==> src/design/pbel_pkg.sv <==
// package with shared types and constants of the parking brake engage logic
`default_nettype none

package pbel_pkg;

   localparam int SPEED_WIDTH = 16;
   localparam int THR_WIDTH   = 15;
   localparam int ALPHA_WIDTH = 16;
   localparam int COUNT_WIDTH = 8;
   localparam int FILT_WIDTH  = 32;
   localparam int FRAC_BITS   = 16;
   localparam int CSR_WIDTH   = 16;
   localparam int CSR_INDEX_WIDTH = 2;

   localparam logic [THR_WIDTH-1:0]   MIN_LINEAR_RESET  = 15'd410;
   localparam logic [THR_WIDTH-1:0]   MIN_ANGULAR_RESET = 15'd410;
   localparam logic [ALPHA_WIDTH-1:0] FILTER_ALPHA_RESET = 16'd3277;
   localparam logic [COUNT_WIDTH-1:0] HOLD_LIMIT_RESET  = 8'd200;
   localparam logic [COUNT_WIDTH-1:0] HOLD_COUNT_RESET  = 8'd51;
   localparam logic [COUNT_WIDTH-1:0] HOLD_JUMP_VALUE   = 8'd254;
   localparam logic [COUNT_WIDTH-1:0] HOLD_COUNT_MAX    = 8'd255;

   typedef enum logic [CSR_INDEX_WIDTH-1:0] {
      CSR_MIN_LINEAR   = 2'd0,
      CSR_MIN_ANGULAR  = 2'd1,
      CSR_FILTER_ALPHA = 2'd2,
      CSR_HOLD_LIMIT   = 2'd3
   } csr_index_type;

   typedef struct packed {
      logic [THR_WIDTH-1:0]   lin_speed_thr;
      logic [THR_WIDTH-1:0]   ang_speed_thr;
      logic [ALPHA_WIDTH-1:0] filter_alpha;
      logic [COUNT_WIDTH-1:0] hold_limit;
   } cfg_type;

endpackage

`default_nettype wire

==> src/design/pbel_if.sv <==
// request and response channel interfaces
`default_nettype none

interface pbel_req_if;
   import pbel_pkg::*;
   logic                          valid;
   logic                          ready;
   logic signed [SPEED_WIDTH-1:0] goal_linear;
   logic signed [SPEED_WIDTH-1:0] goal_angular;
   logic signed [SPEED_WIDTH-1:0] speed_left;
   logic signed [SPEED_WIDTH-1:0] speed_right;
   logic                          forward_blocked;
   logic                          emergency_stop;

   modport source (output valid, goal_linear, goal_angular, speed_left, speed_right,
                   forward_blocked, emergency_stop, input ready);
   modport sink (input valid, goal_linear, goal_angular, speed_left, speed_right,
                 forward_blocked, emergency_stop, output ready);
endinterface

interface pbel_rsp_if;
   logic valid;
   logic ready;
   logic brake_on;
   logic lock_on;
   logic braking;

   modport source (output valid, brake_on, lock_on, braking, input ready);
   modport sink (input valid, brake_on, lock_on, braking, output ready);
endinterface

`default_nettype wire

==> src/design/pbel_csr.sv <==
// configuration register file
`default_nettype none

module pbel_csr
   import pbel_pkg::*;
(
   input  wire logic                       clock,
   input  wire logic                       reset,
   input  wire logic                       csr_we,
   input  wire logic [CSR_INDEX_WIDTH-1:0] csr_index,
   input  wire logic [CSR_WIDTH-1:0]       csr_wdata,
   output cfg_type                         cfg
);

   cfg_type cfg_ff;
   cfg_type cfg_in;

   always_comb begin
      cfg_in = cfg_ff;
      if (csr_we) begin
         unique case (csr_index_type'(csr_index))
            CSR_MIN_LINEAR:   cfg_in.lin_speed_thr = csr_wdata[THR_WIDTH-1:0];
            CSR_MIN_ANGULAR:  cfg_in.ang_speed_thr = csr_wdata[THR_WIDTH-1:0];
            CSR_FILTER_ALPHA: cfg_in.filter_alpha  = csr_wdata[ALPHA_WIDTH-1:0];
            CSR_HOLD_LIMIT:   cfg_in.hold_limit    = csr_wdata[COUNT_WIDTH-1:0];
            default:          cfg_in = cfg_ff;
         endcase
      end
   end

   always_ff @(posedge clock) begin
      if (reset) begin
         cfg_ff.lin_speed_thr <= MIN_LINEAR_RESET;
         cfg_ff.ang_speed_thr <= MIN_ANGULAR_RESET;
         cfg_ff.filter_alpha  <= FILTER_ALPHA_RESET;
         cfg_ff.hold_limit    <= HOLD_LIMIT_RESET;
      end else begin
         cfg_ff <= cfg_in;
      end
   end

   assign cfg = cfg_ff;

endmodule

`default_nettype wire

==> src/design/pbel_lowpass.sv <==
// first-order low-pass update of one wheel speed with slow-speed flag
`default_nettype none

module pbel_lowpass
   import pbel_pkg::*;
(
   input  wire logic signed [FILT_WIDTH-1:0]  filt,
   input  wire logic signed [SPEED_WIDTH-1:0] speed,
   input  wire logic [ALPHA_WIDTH-1:0]        alpha,
   input  wire logic [THR_WIDTH-1:0]          min_speed,
   output logic signed [FILT_WIDTH-1:0]       filt_next,
   output logic                               slow
);

   logic signed [FILT_WIDTH-1:0]                target;
   logic signed [FILT_WIDTH:0]                  diff;
   logic signed [ALPHA_WIDTH+FILT_WIDTH+1:0]    prod;
   logic [FILT_WIDTH:0]                         mag;
   logic [FILT_WIDTH:0]                         thr;

   assign target = $signed({speed, {FRAC_BITS{1'b0}}});
   assign diff   = $signed({target[FILT_WIDTH-1], target}) - $signed({filt[FILT_WIDTH-1], filt});
   assign prod   = $signed({1'b0, alpha}) * diff;

   // arithmetic shift by the fraction bits rounds toward minus infinity
   assign filt_next = filt + prod[FILT_WIDTH+FRAC_BITS-1:FRAC_BITS];

   assign mag = filt_next[FILT_WIDTH-1] ? (FILT_WIDTH+1)'(-$signed({1'b1, filt_next}))
                                        : {1'b0, filt_next};
   assign thr  = {{(FILT_WIDTH+1-THR_WIDTH-FRAC_BITS){1'b0}}, min_speed, {FRAC_BITS{1'b0}}};
   assign slow = mag < thr;

endmodule

`default_nettype wire

==> src/design/parking_brake_engage_logic_unit.sv <==
// top level of the parking brake engage logic
// a req transfer is registered in stage 1, then in the result stage driving rsp valid
// throughput: one item per cycle unless rsp stalls; filters and hold count step per item
// a stalled rsp holds the result and the stage before it, back-pressure reaches req ready
// reset: synchronous; config to defaults, filters and lock cleared, hold counter to 51
`default_nettype none

module parking_brake_engage_logic_unit
   import pbel_pkg::*;
(
   input  wire logic                       clock,
   input  wire logic                       reset,
   pbel_req_if.sink                        req_chan,
   pbel_rsp_if.source                      rsp_chan,
   input  wire logic                       csr_we,
   input  wire logic [CSR_INDEX_WIDTH-1:0] csr_index,
   input  wire logic [CSR_WIDTH-1:0]       csr_wdata
);

   cfg_type cfg;

   logic                          s1_valid_ff;
   logic signed [SPEED_WIDTH-1:0] lin_ff;
   logic signed [SPEED_WIDTH-1:0] ang_ff;
   logic signed [SPEED_WIDTH-1:0] spd_left_ff;
   logic signed [SPEED_WIDTH-1:0] spd_right_ff;
   logic                          fwd_blocked_ff;
   logic                          estop_ff;

   logic signed [FILT_WIDTH-1:0]  filt_left_ff;
   logic signed [FILT_WIDTH-1:0]  filt_left_in;
   logic signed [FILT_WIDTH-1:0]  filt_right_ff;
   logic signed [FILT_WIDTH-1:0]  filt_right_in;
   logic [COUNT_WIDTH-1:0]        hold_count_ff;
   logic [COUNT_WIDTH-1:0]        hold_count_in;
   logic                          lock_held_ff;
   logic                          lock_held_in;

   logic                          rsp_valid_ff;
   logic                          brake_ff;
   logic                          brake_in;
   logic                          braking_in;
   logic                          braking_ff;

   logic                          advance;
   logic                          slow_left;
   logic                          slow_right;
   logic [SPEED_WIDTH:0]          abs_lin;
   logic [SPEED_WIDTH:0]          abs_ang;
   logic [SPEED_WIDTH+1:0]        cmd_sum;
   logic                          driving;
   logic                          reversing;
   logic                          fwd_stop;
   logic signed [SPEED_WIDTH:0]   neg_thr;

   pbel_csr u_csr (
      .clock     (clock),
      .reset     (reset),
      .csr_we    (csr_we),
      .csr_index (csr_index),
      .csr_wdata (csr_wdata),
      .cfg       (cfg)
   );

   pbel_lowpass u_lp_left (
      .filt      (filt_left_ff),
      .speed     (spd_left_ff),
      .alpha     (cfg.filter_alpha),
      .min_speed (cfg.lin_speed_thr),
      .filt_next (filt_left_in),
      .slow      (slow_left)
   );

   pbel_lowpass u_lp_right (
      .filt      (filt_right_ff),
      .speed     (spd_right_ff),
      .alpha     (cfg.filter_alpha),
      .min_speed (cfg.lin_speed_thr),
      .filt_next (filt_right_in),
      .slow      (slow_right)
   );

   assign advance        = !rsp_valid_ff || rsp_chan.ready;
   assign req_chan.ready = !s1_valid_ff || advance;

   assign abs_lin = lin_ff[SPEED_WIDTH-1] ? (SPEED_WIDTH+1)'(-$signed({1'b1, lin_ff}))
                                          : {1'b0, lin_ff};
   assign abs_ang = ang_ff[SPEED_WIDTH-1] ? (SPEED_WIDTH+1)'(-$signed({1'b1, ang_ff}))
                                          : {1'b0, ang_ff};
   assign cmd_sum = {1'b0, abs_lin} + {1'b0, abs_ang};
   assign driving = cmd_sum >= {{(SPEED_WIDTH+2-THR_WIDTH){1'b0}}, cfg.lin_speed_thr};

   assign neg_thr   = -$signed({{(SPEED_WIDTH+1-THR_WIDTH){1'b0}}, cfg.lin_speed_thr});
   assign reversing = $signed({lin_ff[SPEED_WIDTH-1], lin_ff}) < neg_thr;
   assign fwd_stop  = fwd_blocked_ff && !reversing &&
                      (abs_ang < {{(SPEED_WIDTH+1-THR_WIDTH){1'b0}}, cfg.ang_speed_thr});

   always_comb begin
      hold_count_in = hold_count_ff;
      lock_held_in  = lock_held_ff;
      brake_in      = 1'b1;
      braking_in    = 1'b1;
      if (driving) begin
         hold_count_in = '0;
         lock_held_in  = 1'b0;
         brake_in      = 1'b0;
         braking_in    = 1'b0;
      end else if (hold_count_ff > cfg.hold_limit) begin
         lock_held_in = 1'b1;
      end else if (slow_left || slow_right) begin
         hold_count_in = HOLD_JUMP_VALUE;
      end else if (hold_count_ff != HOLD_COUNT_MAX) begin
         hold_count_in = hold_count_ff + 1'b1;
      end
      // overrides: forward block without reverse or turn, emergency stop
      if (fwd_stop || estop_ff) begin
         lock_held_in = 1'b1;
         brake_in     = 1'b1;
         braking_in   = 1'b1;
      end
   end

   always_ff @(posedge clock) begin
      if (reset) begin
         s1_valid_ff   <= 1'b0;
         rsp_valid_ff  <= 1'b0;
         filt_left_ff  <= '0;
         filt_right_ff <= '0;
         hold_count_ff <= HOLD_COUNT_RESET;
         lock_held_ff  <= 1'b0;
      end else begin
         if (req_chan.ready) begin
            s1_valid_ff <= req_chan.valid;
         end
         if (advance) begin
            rsp_valid_ff <= s1_valid_ff;
            if (s1_valid_ff) begin
               filt_left_ff  <= filt_left_in;
               filt_right_ff <= filt_right_in;
               hold_count_ff <= hold_count_in;
               lock_held_ff  <= lock_held_in;
            end
         end
      end
   end

   // payload registers
   always_ff @(posedge clock) begin
      if (req_chan.ready && req_chan.valid) begin
         lin_ff         <= req_chan.goal_linear;
         ang_ff         <= req_chan.goal_angular;
         spd_left_ff    <= req_chan.speed_left;
         spd_right_ff   <= req_chan.speed_right;
         fwd_blocked_ff <= req_chan.forward_blocked;
         estop_ff       <= req_chan.emergency_stop;
      end
      if (advance && s1_valid_ff) begin
         brake_ff   <= brake_in;
         braking_ff <= braking_in;
      end
   end

   assign rsp_chan.valid    = rsp_valid_ff;
   assign rsp_chan.brake_on = brake_ff;
   assign rsp_chan.lock_on  = lock_held_ff;
   assign rsp_chan.braking  = braking_ff;

endmodule

`default_nettype wire
==> src/flat_wrapper.sv <==
// flat-port wrapper written by rule: the top's interface ports become plain ports
module parking_brake_engage_logic_unit_flat import pbel_pkg::*;
  (clock, reset, csr_we, csr_index, csr_wdata, req_chan_valid, req_chan_goal_linear, req_chan_goal_angular, req_chan_speed_left, req_chan_speed_right, req_chan_forward_blocked, req_chan_emergency_stop, req_chan_ready, rsp_chan_valid, rsp_chan_brake_on, rsp_chan_lock_on, rsp_chan_braking, rsp_chan_ready);
  pbel_req_if req_chan_i ();
  pbel_rsp_if rsp_chan_i ();
  input  wire logic clock;
  input  wire logic reset;
  input  wire logic csr_we;
  input  wire logic [CSR_INDEX_WIDTH-1:0] csr_index;
  input  wire logic [CSR_WIDTH-1:0] csr_wdata;
  input wire logic [$bits(req_chan_i.valid)-1:0] req_chan_valid;
  input wire logic [$bits(req_chan_i.goal_linear)-1:0] req_chan_goal_linear;
  input wire logic [$bits(req_chan_i.goal_angular)-1:0] req_chan_goal_angular;
  input wire logic [$bits(req_chan_i.speed_left)-1:0] req_chan_speed_left;
  input wire logic [$bits(req_chan_i.speed_right)-1:0] req_chan_speed_right;
  input wire logic [$bits(req_chan_i.forward_blocked)-1:0] req_chan_forward_blocked;
  input wire logic [$bits(req_chan_i.emergency_stop)-1:0] req_chan_emergency_stop;
  output wire logic [$bits(req_chan_i.ready)-1:0] req_chan_ready;
  output wire logic [$bits(rsp_chan_i.valid)-1:0] rsp_chan_valid;
  output wire logic [$bits(rsp_chan_i.brake_on)-1:0] rsp_chan_brake_on;
  output wire logic [$bits(rsp_chan_i.lock_on)-1:0] rsp_chan_lock_on;
  output wire logic [$bits(rsp_chan_i.braking)-1:0] rsp_chan_braking;
  input wire logic [$bits(rsp_chan_i.ready)-1:0] rsp_chan_ready;
  assign req_chan_i.valid = req_chan_valid;
  assign req_chan_i.goal_linear = req_chan_goal_linear;
  assign req_chan_i.goal_angular = req_chan_goal_angular;
  assign req_chan_i.speed_left = req_chan_speed_left;
  assign req_chan_i.speed_right = req_chan_speed_right;
  assign req_chan_i.forward_blocked = req_chan_forward_blocked;
  assign req_chan_i.emergency_stop = req_chan_emergency_stop;
  assign req_chan_ready = req_chan_i.ready;
  assign rsp_chan_valid = rsp_chan_i.valid;
  assign rsp_chan_brake_on = rsp_chan_i.brake_on;
  assign rsp_chan_lock_on = rsp_chan_i.lock_on;
  assign rsp_chan_braking = rsp_chan_i.braking;
  assign rsp_chan_i.ready = rsp_chan_ready;
  parking_brake_engage_logic_unit u_core (.clock(clock), .reset(reset), .req_chan(req_chan_i), .rsp_chan(rsp_chan_i), .csr_we(csr_we), .csr_index(csr_index), .csr_wdata(csr_wdata));
endmodule
==> config.mk <==
export PLATFORM = sky130hd
export DESIGN_NAME = parking_brake_engage_logic_unit_flat
export DESIGN_NICKNAME = d
export VERILOG_FILES = /design/src/design/pbel_pkg.sv /design/src/design/pbel_if.sv /design/src/design/pbel_csr.sv /design/src/design/pbel_lowpass.sv /design/src/design/parking_brake_engage_logic_unit.sv /design/src/flat_wrapper.sv
export SDC_FILE = /design/constraint.sdc
export NUM_CORES = 2
export LEC_CHECK = 0
export CAP_MARGIN = 20
export CORE_MARGIN = 8
export CORE_UTILIZATION = 55
export DETAILED_ROUTE_END_ITERATION = 10
export DONT_BUFFER_PORTS = 1
export MAX_ROUTING_LAYER = met4
export PLACE_DENSITY = 0.76
export SYNTH_ARGS = -nofsm -noshare
export SYNTH_HDL_FRONTEND = slang
export SYNTH_SLANG_ARGS = --single-unit
==> constraint.sdc <==
create_clock -name clock -period 14 [get_ports clock]
set_clock_uncertainty 0.05 [all_clocks]
set_input_delay 0.7 -clock clock [delete_from_list [all_inputs] [get_ports clock]]
set_output_delay 0.7 -clock clock [all_outputs]
set_load 0.05 [all_outputs]
Yosys cells after proc, flatten, opt, wreduce, memory -nomap -nowiden
Index checks and enable logic that the tools add are counted.
{"block": "word_totals", "word_cells": 74, "in_bits": 89, "ff_bits": 196, "output_inout_bits": 5}
{"block": "classes", "muxes": 12, "reduce_logical": 21, "n_mul": 2, "order_cmp": 6, "eq_ne": 5, "add_sub_neg": 11}
{"cell": "17-bit by 33-bit multiplier with 48-bit output", "count": 2}
{"cell": "33-bit by 31-bit < comparator with 1-bit output", "count": 2}
{"cell": "33-bit 2-to-1 mux", "count": 2}
{"cell": "33-bit negator", "count": 2}
{"cell": "32-bit by 32-bit subtractor with 33-bit output", "count": 2}
{"cell": "32-bit adder", "count": 2}
{"cell": "17-bit 2-to-1 mux", "count": 2}
{"cell": "17-bit negator", "count": 2}
{"cell": "8-bit 2-to-1 mux", "count": 4}
{"cell": "17-bit by 17-bit adder with 18-bit output", "count": 1}
{"cell": "18-bit by 15-bit >= comparator with 1-bit output", "count": 1}
{"cell": "16-bit by 17-bit < comparator with 1-bit output", "count": 1}
{"cell": "17-bit by 15-bit < comparator with 1-bit output", "count": 1}
{"cell": "15-bit negator with 17-bit output", "count": 1}
{"cell": "2-bit AND reduction", "count": 5}
{"cell": "8-bit by 1-bit adder with 8-bit output (second input constant)", "count": 1}
{"cell": "8-bit greater-than comparator", "count": 1}
{"cell": "8-bit inequality test (second input constant)", "count": 1}
{"cell": "3-bit nonzero test", "count": 2}
{"cell": "2-bit equality test (second input constant)", "count": 2}
{"cell": "1-bit logical AND", "count": 4}
{"cell": "1-bit logical OR", "count": 4}
{"cell": "1-bit 2-to-1 mux", "count": 4}
{"cell": "4-bit AND reduction", "count": 1}
{"cell": "5 further kinds", "count": 7}

Depth between registers and ports, before layout
{"block": "depth", "ltp_word": 10, "depth_mapped": 68, "mapped_depth_nobuf": 63}

By module
A second synthesis with hierarchy kept.
{"block": "unflattened", "cells_unflattened": 6186, "area_unflattened_um2": 52745.6}
{"module": "pbel_lowpass at u_core.u_lp_right", "cells_each": 2626, "seq_area_each_um2": 0.0, "instances": 1, "area_each_um2": 21753.4}
{"module": "pbel_lowpass at u_core.u_lp_left", "cells_each": 2523, "seq_area_each_um2": 0.0, "instances": 1, "area_each_um2": 21134.0}
{"module": "parking_brake_engage_logic_unit", "cells_each": 831, "seq_area_each_um2": 3513.4, "instances": 1, "area_each_um2": 7704.9}
{"module": "pbel_csr", "cells_each": 206, "seq_area_each_um2": 1081.0, "instances": 1, "area_each_um2": 2153.3}

Least setup slack after synthesis
No wires, ideal clock.
{"block": "synth_path", "path_type": "register to register", "from": "register u_core.filt_right_ff[0]", "to": "register u_core.hold_count_ff[0]", "n_path_buf": 6, "slack_ns": 0.402, "setup_ns": 0.120, "arrival_ns": 13.429, "t_required_ns": 13.830, "path_stages_with_launch": 62, "synth_period_minus_slack_ns": 13.598, "cell_sequence": "dfxtp_1 -> clkbuf_1 -> clkbuf_1 -> inv_1 -> ha_1 -> or4b_1 -> or4_4 -> nor2_1 -> xnor2_1 -> clkbuf_1 -> nand2_1 -> fa_1 -> fa_1 -> fa_1 -> fa_1 -> inv_1 -> fa_1 -> inv_1 -> (+26 left out) -> clkbuf_1 -> clkbuf_1 -> nand2_1 -> xnor2_1 -> ha_1 -> a21o_1 -> a21o_1 -> a21oi_1 -> o21ai_0 -> a21o_1 -> a21oi_1 -> nand2_1 -> a211o_1 -> a311oi_2 -> a2111oi_2 -> o21ai_2 -> nand2_1 -> a211o_1"}
{"block": "synth_between", "elab_chain_len": 10, "elab_cells_between_ends": 12, "classes_between": "3 x add/sub; 1 x mul; 1 x order compare; 4 x mux; 3 x reduce/logical"}
{"item": "start: declaration", "line_no": "parking_brake_engage_logic_unit.sv:32", "text": "logic signed [FILT_WIDTH-1:0] filt_right_ff;"}
{"item": "start signal: assignment", "line_no": "parking_brake_engage_logic_unit.sv:139", "text": "filt_right_ff <= filt_right_in;"}
{"item": "32-bit by 32-bit subtractor with 33-bit output", "line_no": "pbel_lowpass.sv:22", "text": "assign diff = $signed({target[FILT_WIDTH-1], target}) - $signed({filt[FILT_WIDTH-1], filt});"}
{"item": "17-bit by 33-bit multiplier with 48-bit output", "line_no": "pbel_lowpass.sv:23", "text": "assign prod = $signed({1'b0, alpha}) * diff;"}
{"item": "32-bit adder (*)", "line_no": "pbel_lowpass.sv:26", "text": "assign filt_next = filt + prod[FILT_WIDTH+FRAC_BITS-1:FRAC_BITS];"}
{"item": "33-bit negator", "line_no": "pbel_lowpass.sv:28", "text": "assign mag = filt_next[FILT_WIDTH-1] ? (FILT_WIDTH+1)'(-$signed({1'b1, filt_next}))"}
{"item": "33-bit 2-to-1 mux (*)", "line_no": "pbel_lowpass.sv:28"}
{"item": "33-bit by 31-bit < comparator with 1-bit output (*)", "line_no": "pbel_lowpass.sv:31", "text": "assign slow = mag < thr;"}
{"item": "1-bit logical OR (*)", "line_no": "parking_brake_engage_logic_unit.sv:110", "text": "end else if (slow_left || slow_right) begin"}
{"item": "8-bit 2-to-1 mux", "line_no": "parking_brake_engage_logic_unit.sv:110"}
{"item": "8-bit 2-to-1 mux", "line_no": "parking_brake_engage_logic_unit.sv:108", "text": "end else if (hold_count_ff > cfg.hold_limit) begin"}
{"item": "8-bit 2-to-1 mux", "line_no": "parking_brake_engage_logic_unit.sv:103", "text": "if (driving) begin"}
{"item": "end signal: assignment", "line_no": "parking_brake_engage_logic_unit.sv:140", "text": "hold_count_ff <= hold_count_in;"}
{"item": "end: declaration", "line_no": "parking_brake_engage_logic_unit.sv:34", "text": "logic [COUNT_WIDTH-1:0] hold_count_ff;"}
Mark *: on every way between the ends. The rest lies on a longest branch, timed or not. The select of a mux whose other input is x is not followed.
A chain may end at the register's enable or synchronous reset.

Final worst setup path
{"block": "layout_path", "from": "register u_core.filt_left_ff[5]", "to": "register u_core.hold_count_ff[6]"}
{"block": "layout_between", "elab_chain_len": 10, "elab_cells_between_ends": 12, "classes_between": "3 x add/sub; 1 x mul; 1 x order compare; 4 x mux; 3 x reduce/logical"}
{"item": "start: declaration", "line_no": "parking_brake_engage_logic_unit.sv:30", "text": "logic signed [FILT_WIDTH-1:0] filt_left_ff;"}
{"item": "start signal: assignment", "line_no": "parking_brake_engage_logic_unit.sv:138", "text": "filt_left_ff <= filt_left_in;"}
{"item": "32-bit by 32-bit subtractor with 33-bit output", "line_no": "pbel_lowpass.sv:22"}
{"item": "17-bit by 33-bit multiplier with 48-bit output", "line_no": "pbel_lowpass.sv:23"}
{"item": "32-bit adder (*)", "line_no": "pbel_lowpass.sv:26"}
{"item": "33-bit negator", "line_no": "pbel_lowpass.sv:28"}
{"item": "33-bit 2-to-1 mux (*)", "line_no": "pbel_lowpass.sv:28"}
{"item": "33-bit by 31-bit < comparator with 1-bit output (*)", "line_no": "pbel_lowpass.sv:31"}
{"item": "1-bit logical OR (*)", "line_no": "parking_brake_engage_logic_unit.sv:110"}
{"item": "8-bit 2-to-1 mux", "line_no": "parking_brake_engage_logic_unit.sv:110"}
{"item": "8-bit 2-to-1 mux", "line_no": "parking_brake_engage_logic_unit.sv:108"}
{"item": "8-bit 2-to-1 mux", "line_no": "parking_brake_engage_logic_unit.sv:103"}
Marks and branches as above.

==> summary.txt <==
Run status
  – Status: finished, final reports clean

Worst setup path
  – Crit Path Class: reg -> reg
  – CP peak stage delay: just over 0.6 ns
  – Crit path DAT: approximately 14 ns
  – R2R setup slack: 0.29 ns
  – Startpoint Class: flip-flop
  – Slowest cell on the critical path: or4_4
  – Worst setup startpoint: u_core.filt_left_ff[5]$_SDFFE_PP0P_
  – R2R Path Start: u_core.filt_left_ff[5]$_SDFFE_PP0P_
  – Critical Path End Type: flip-flop
  – Worst endpoint required time: 14.38 ns
  – CP Max Fanout: 6

GRT
  – Vias in the first global route: 42900
  – Initial antenna violation count: 2
  – Largest net degree at the start of global routing: approximately 100
  – First-pass GRT wire length: 223000 microns
  – Total grt overflow: 0
  – Gr usage total: 27.7%

Clock network
  – H-Tree Depth: 4
  – CTS Sinks: approximately 200
  – Total CTS buffers: 17
  – Clock-pin slew on the worst setup and hold paths: about 0.090 ns
  – CTS tree: done
  – Clock Path Buffers: 2
  – Root Driver: clkbuf_16
  – Skew-Pair Late Insertion Delay: 0.51 ns

Routing
  – DRC violation total after the first TritonRoute iteration: 2832
  – Vias per cell: around 5.5
  – # DRC: 0
  – Routed Antenna Nets: 0
  – First-pass DRT Iterations: 6
  – Final WL: between 100000 and 150000 microns
  – Total vias in the final route: between 40000 and 50000
  – Avg WL per Cell: around 19 microns

Placed design
  – Port bufs: 0
  – Routability Congestion: between 0.9 and 1
  – Dpl hpwl: ~110000 microns
  – Cell area after placement: 53600 sq um

Synthesis
  – Most common library cells after synthesis: inv_1 (1316), fa_1 (981), nand2_1 (916)
  – Asr flop ratio synth: 0%
  – Most frequent cell after synthesis: inv_1
  – Yosys warns: 0
  – Post-synthesis register bit count: 196
  – Post-synth EDFFs: 67
  – Synth area leaders: fa_1 (38%), ha_1 (10%), inv_1 (9.6%), nand2_1 (6.7%), and2_1 (5.3%)
  – Synth unique cells: 99
  – Synthesized area: about 51000 sq um
  – Synth Flop Type: dfxtp_1
  – Area share of the largest cell type after synthesis: about two fifths
  – Syn Inst Count: around 6000
  – Register area share after synthesis: roughly 9%
  – Cell taking the most area after synthesis: fa_1
  – Syn_area_per_cell: roughly 8.5 sq um

Floorplan
  – Initial core utilization: ~55%
  – Io pins: 94
  – Die Y: 322 microns
  – Die width: ~320 microns
  – Floorplan row count: about 110
  – Core area: 92900 sq um
  – Die Area: between 100000 and 150000 sq um

STA
  – Final count of pins violating max slew: 0
  – Finish-stage setup viols: 0
  – Max-slew headroom: 25.2%
  – Worst slew pin tran: 1.12 ns
  – Achievable Freq: approximately 73 MHz
  – Fin crit share: a little over nine tenths
  – Final Hold Viols: 0
  – Minimum clock period: approximately 14 ns

Cells and area
  – Fin area: approximately 56000 sq um
  – Total Nets Final: around 7500
  – Area grow syn2layout: 8.87%
  – Layout cell share with drive strength beyond 1: around 8.9%

Hold path
  – Hold Startpoint: reset
  – Hold WC Path Type: in -> reg

Flow run
  – Number of max-cap violations: 0
[cell usage in the layout, fill, tap and decap left out, types with 24 or more instances in the layout]
master | synthesis | layout
nand3_1 | 60 | 57
a21oi_2 | 3 | 28
buf_4 | 3 | 234
a21o_1 | 65 | 65
xor2_1 | 50 | 49
and2_1 | 439 | 430
fa_1 | 981 | 975
nor2_1 | 191 | 184
o21ai_0 | 97 | 78
o21bai_1 | 26 | 24
xnor2_1 | 188 | 172
o21a_1 | 41 | 41
a21oi_1 | 248 | 219
nand2_1 | 916 | 909
ha_1 | 424 | 403
dfxtp_1 | 129 | 109
nor3_1 | 75 | 63
edfxtp_1 | 67 | 67
nor2b_1 | 29 | 28
nand2b_1 | 33 | 32
inv_1 | 1316 | 1310
nand4_1 | 36 | 36
o211ai_1 | 27 | 27
[area by class of cell]
type / instances / area (sq um)
clock buffer: 18 / 429
antenna: 2 / 5.00
fill: 7888 / 37000
timing repair buffer: 262 / 2190
tap: 1254 / 1570
multi-input combinational: 4257 / 42000
sequential: 196 / 4620
clock inverter: 14 / 186
inverter: 1317 / 4940
[state kept, by name (all words and copies together) (netlist names)]
signal	cells
u_core.ang_ff	16
u_core.estop_ff	1
u_core.filt_left_ff	32
u_core.filt_right_ff	32
u_core.fwd_blocked_ff	1
u_core.hold_count_ff	8
u_core.lin_ff	16
u_core.rsp_chan.braking	1
u_core.rsp_chan.lock_on	1
u_core.rsp_chan.valid	1
u_core.s1_valid_ff	1
u_core.spd_left_ff	16
u_core.spd_right_ff	16
u_core.u_csr.cfg	54
[stage by stage]
stage	TNS, ns	std cells	utilization [%]	worst slack [ns]	hold WS, ns
2_1_floorplan	0	6017	-	0.402	0.386
3_3_place_gp	0	7224	57.7	0.0783	0.388
3_5_place_dp	-0.676	7224	57.7	-0.190	0.392
4_1_cts	0	7256	58.5	0.00430	0.183
5_1_grt	-0.799	7320	60.2	-0.167	0.192
6_report	0	7320	60.2	0.289	0.205
[kinds of logic after synthesis]
kind of cell,synth area share (%)
simple gates,18.1
compound gates,8.73
buf+inv,11.5
mux,0.0609
fa+ha+maj,48.6
other cells,0.00730
xor+xnor,4.10
flops,8.95
[routing by layer]
metal / global-route usage (%) / vias to the layer above / wire length (microns) / part of all wire [%]
li1: - / 18500 / - / -
met1: 34.7 / 20200 / 55600 / 41
met2: 46.2 / 1470 / 66600 / 49
met3: 3.64 / 299 / 9140 / 6.7
met4: 9.63 / 0 / 4980 / 3.6
met5: - / - / 0 / 0
[critical path: cells and delay by family, from the launching register on]
family                     cells  cell delay (ns)
AOI/OAI and AO/OA             27             5.11
adders and majority gates      9             3.83
and+or+nand+nor               11             2.53
buffers and inverters         10             1.02
xor gates and xnor gates       4             0.70
DFF                            1             0.37
[what timing repair did]
action,in CTS,in global routing
setup buffers,0,59
pin swaps,6,165
gates cloned,0,1
gates resized for setup,17,235
endpoints found under the setup margin,8,8
hold buffers,0,0
[worst paths after layout]
kind / cells after the start / endpoint
min: 1 / u_core.u_csr.cfg[29]$_SDFFE_PP0P_
min reg2reg: 2 / u_core.u_csr.cfg[24]$_SDFFE_PP0P_
max: 61 / u_core.hold_count_ff[6]$_SDFFE_PP0P_
max reg2reg: 61 / u_core.hold_count_ff[6]$_SDFFE_PP0P_
Power is left out: the tool's default activity adds up to more than one toggle a clock period on the data nets, which glitch-free logic cannot reach.
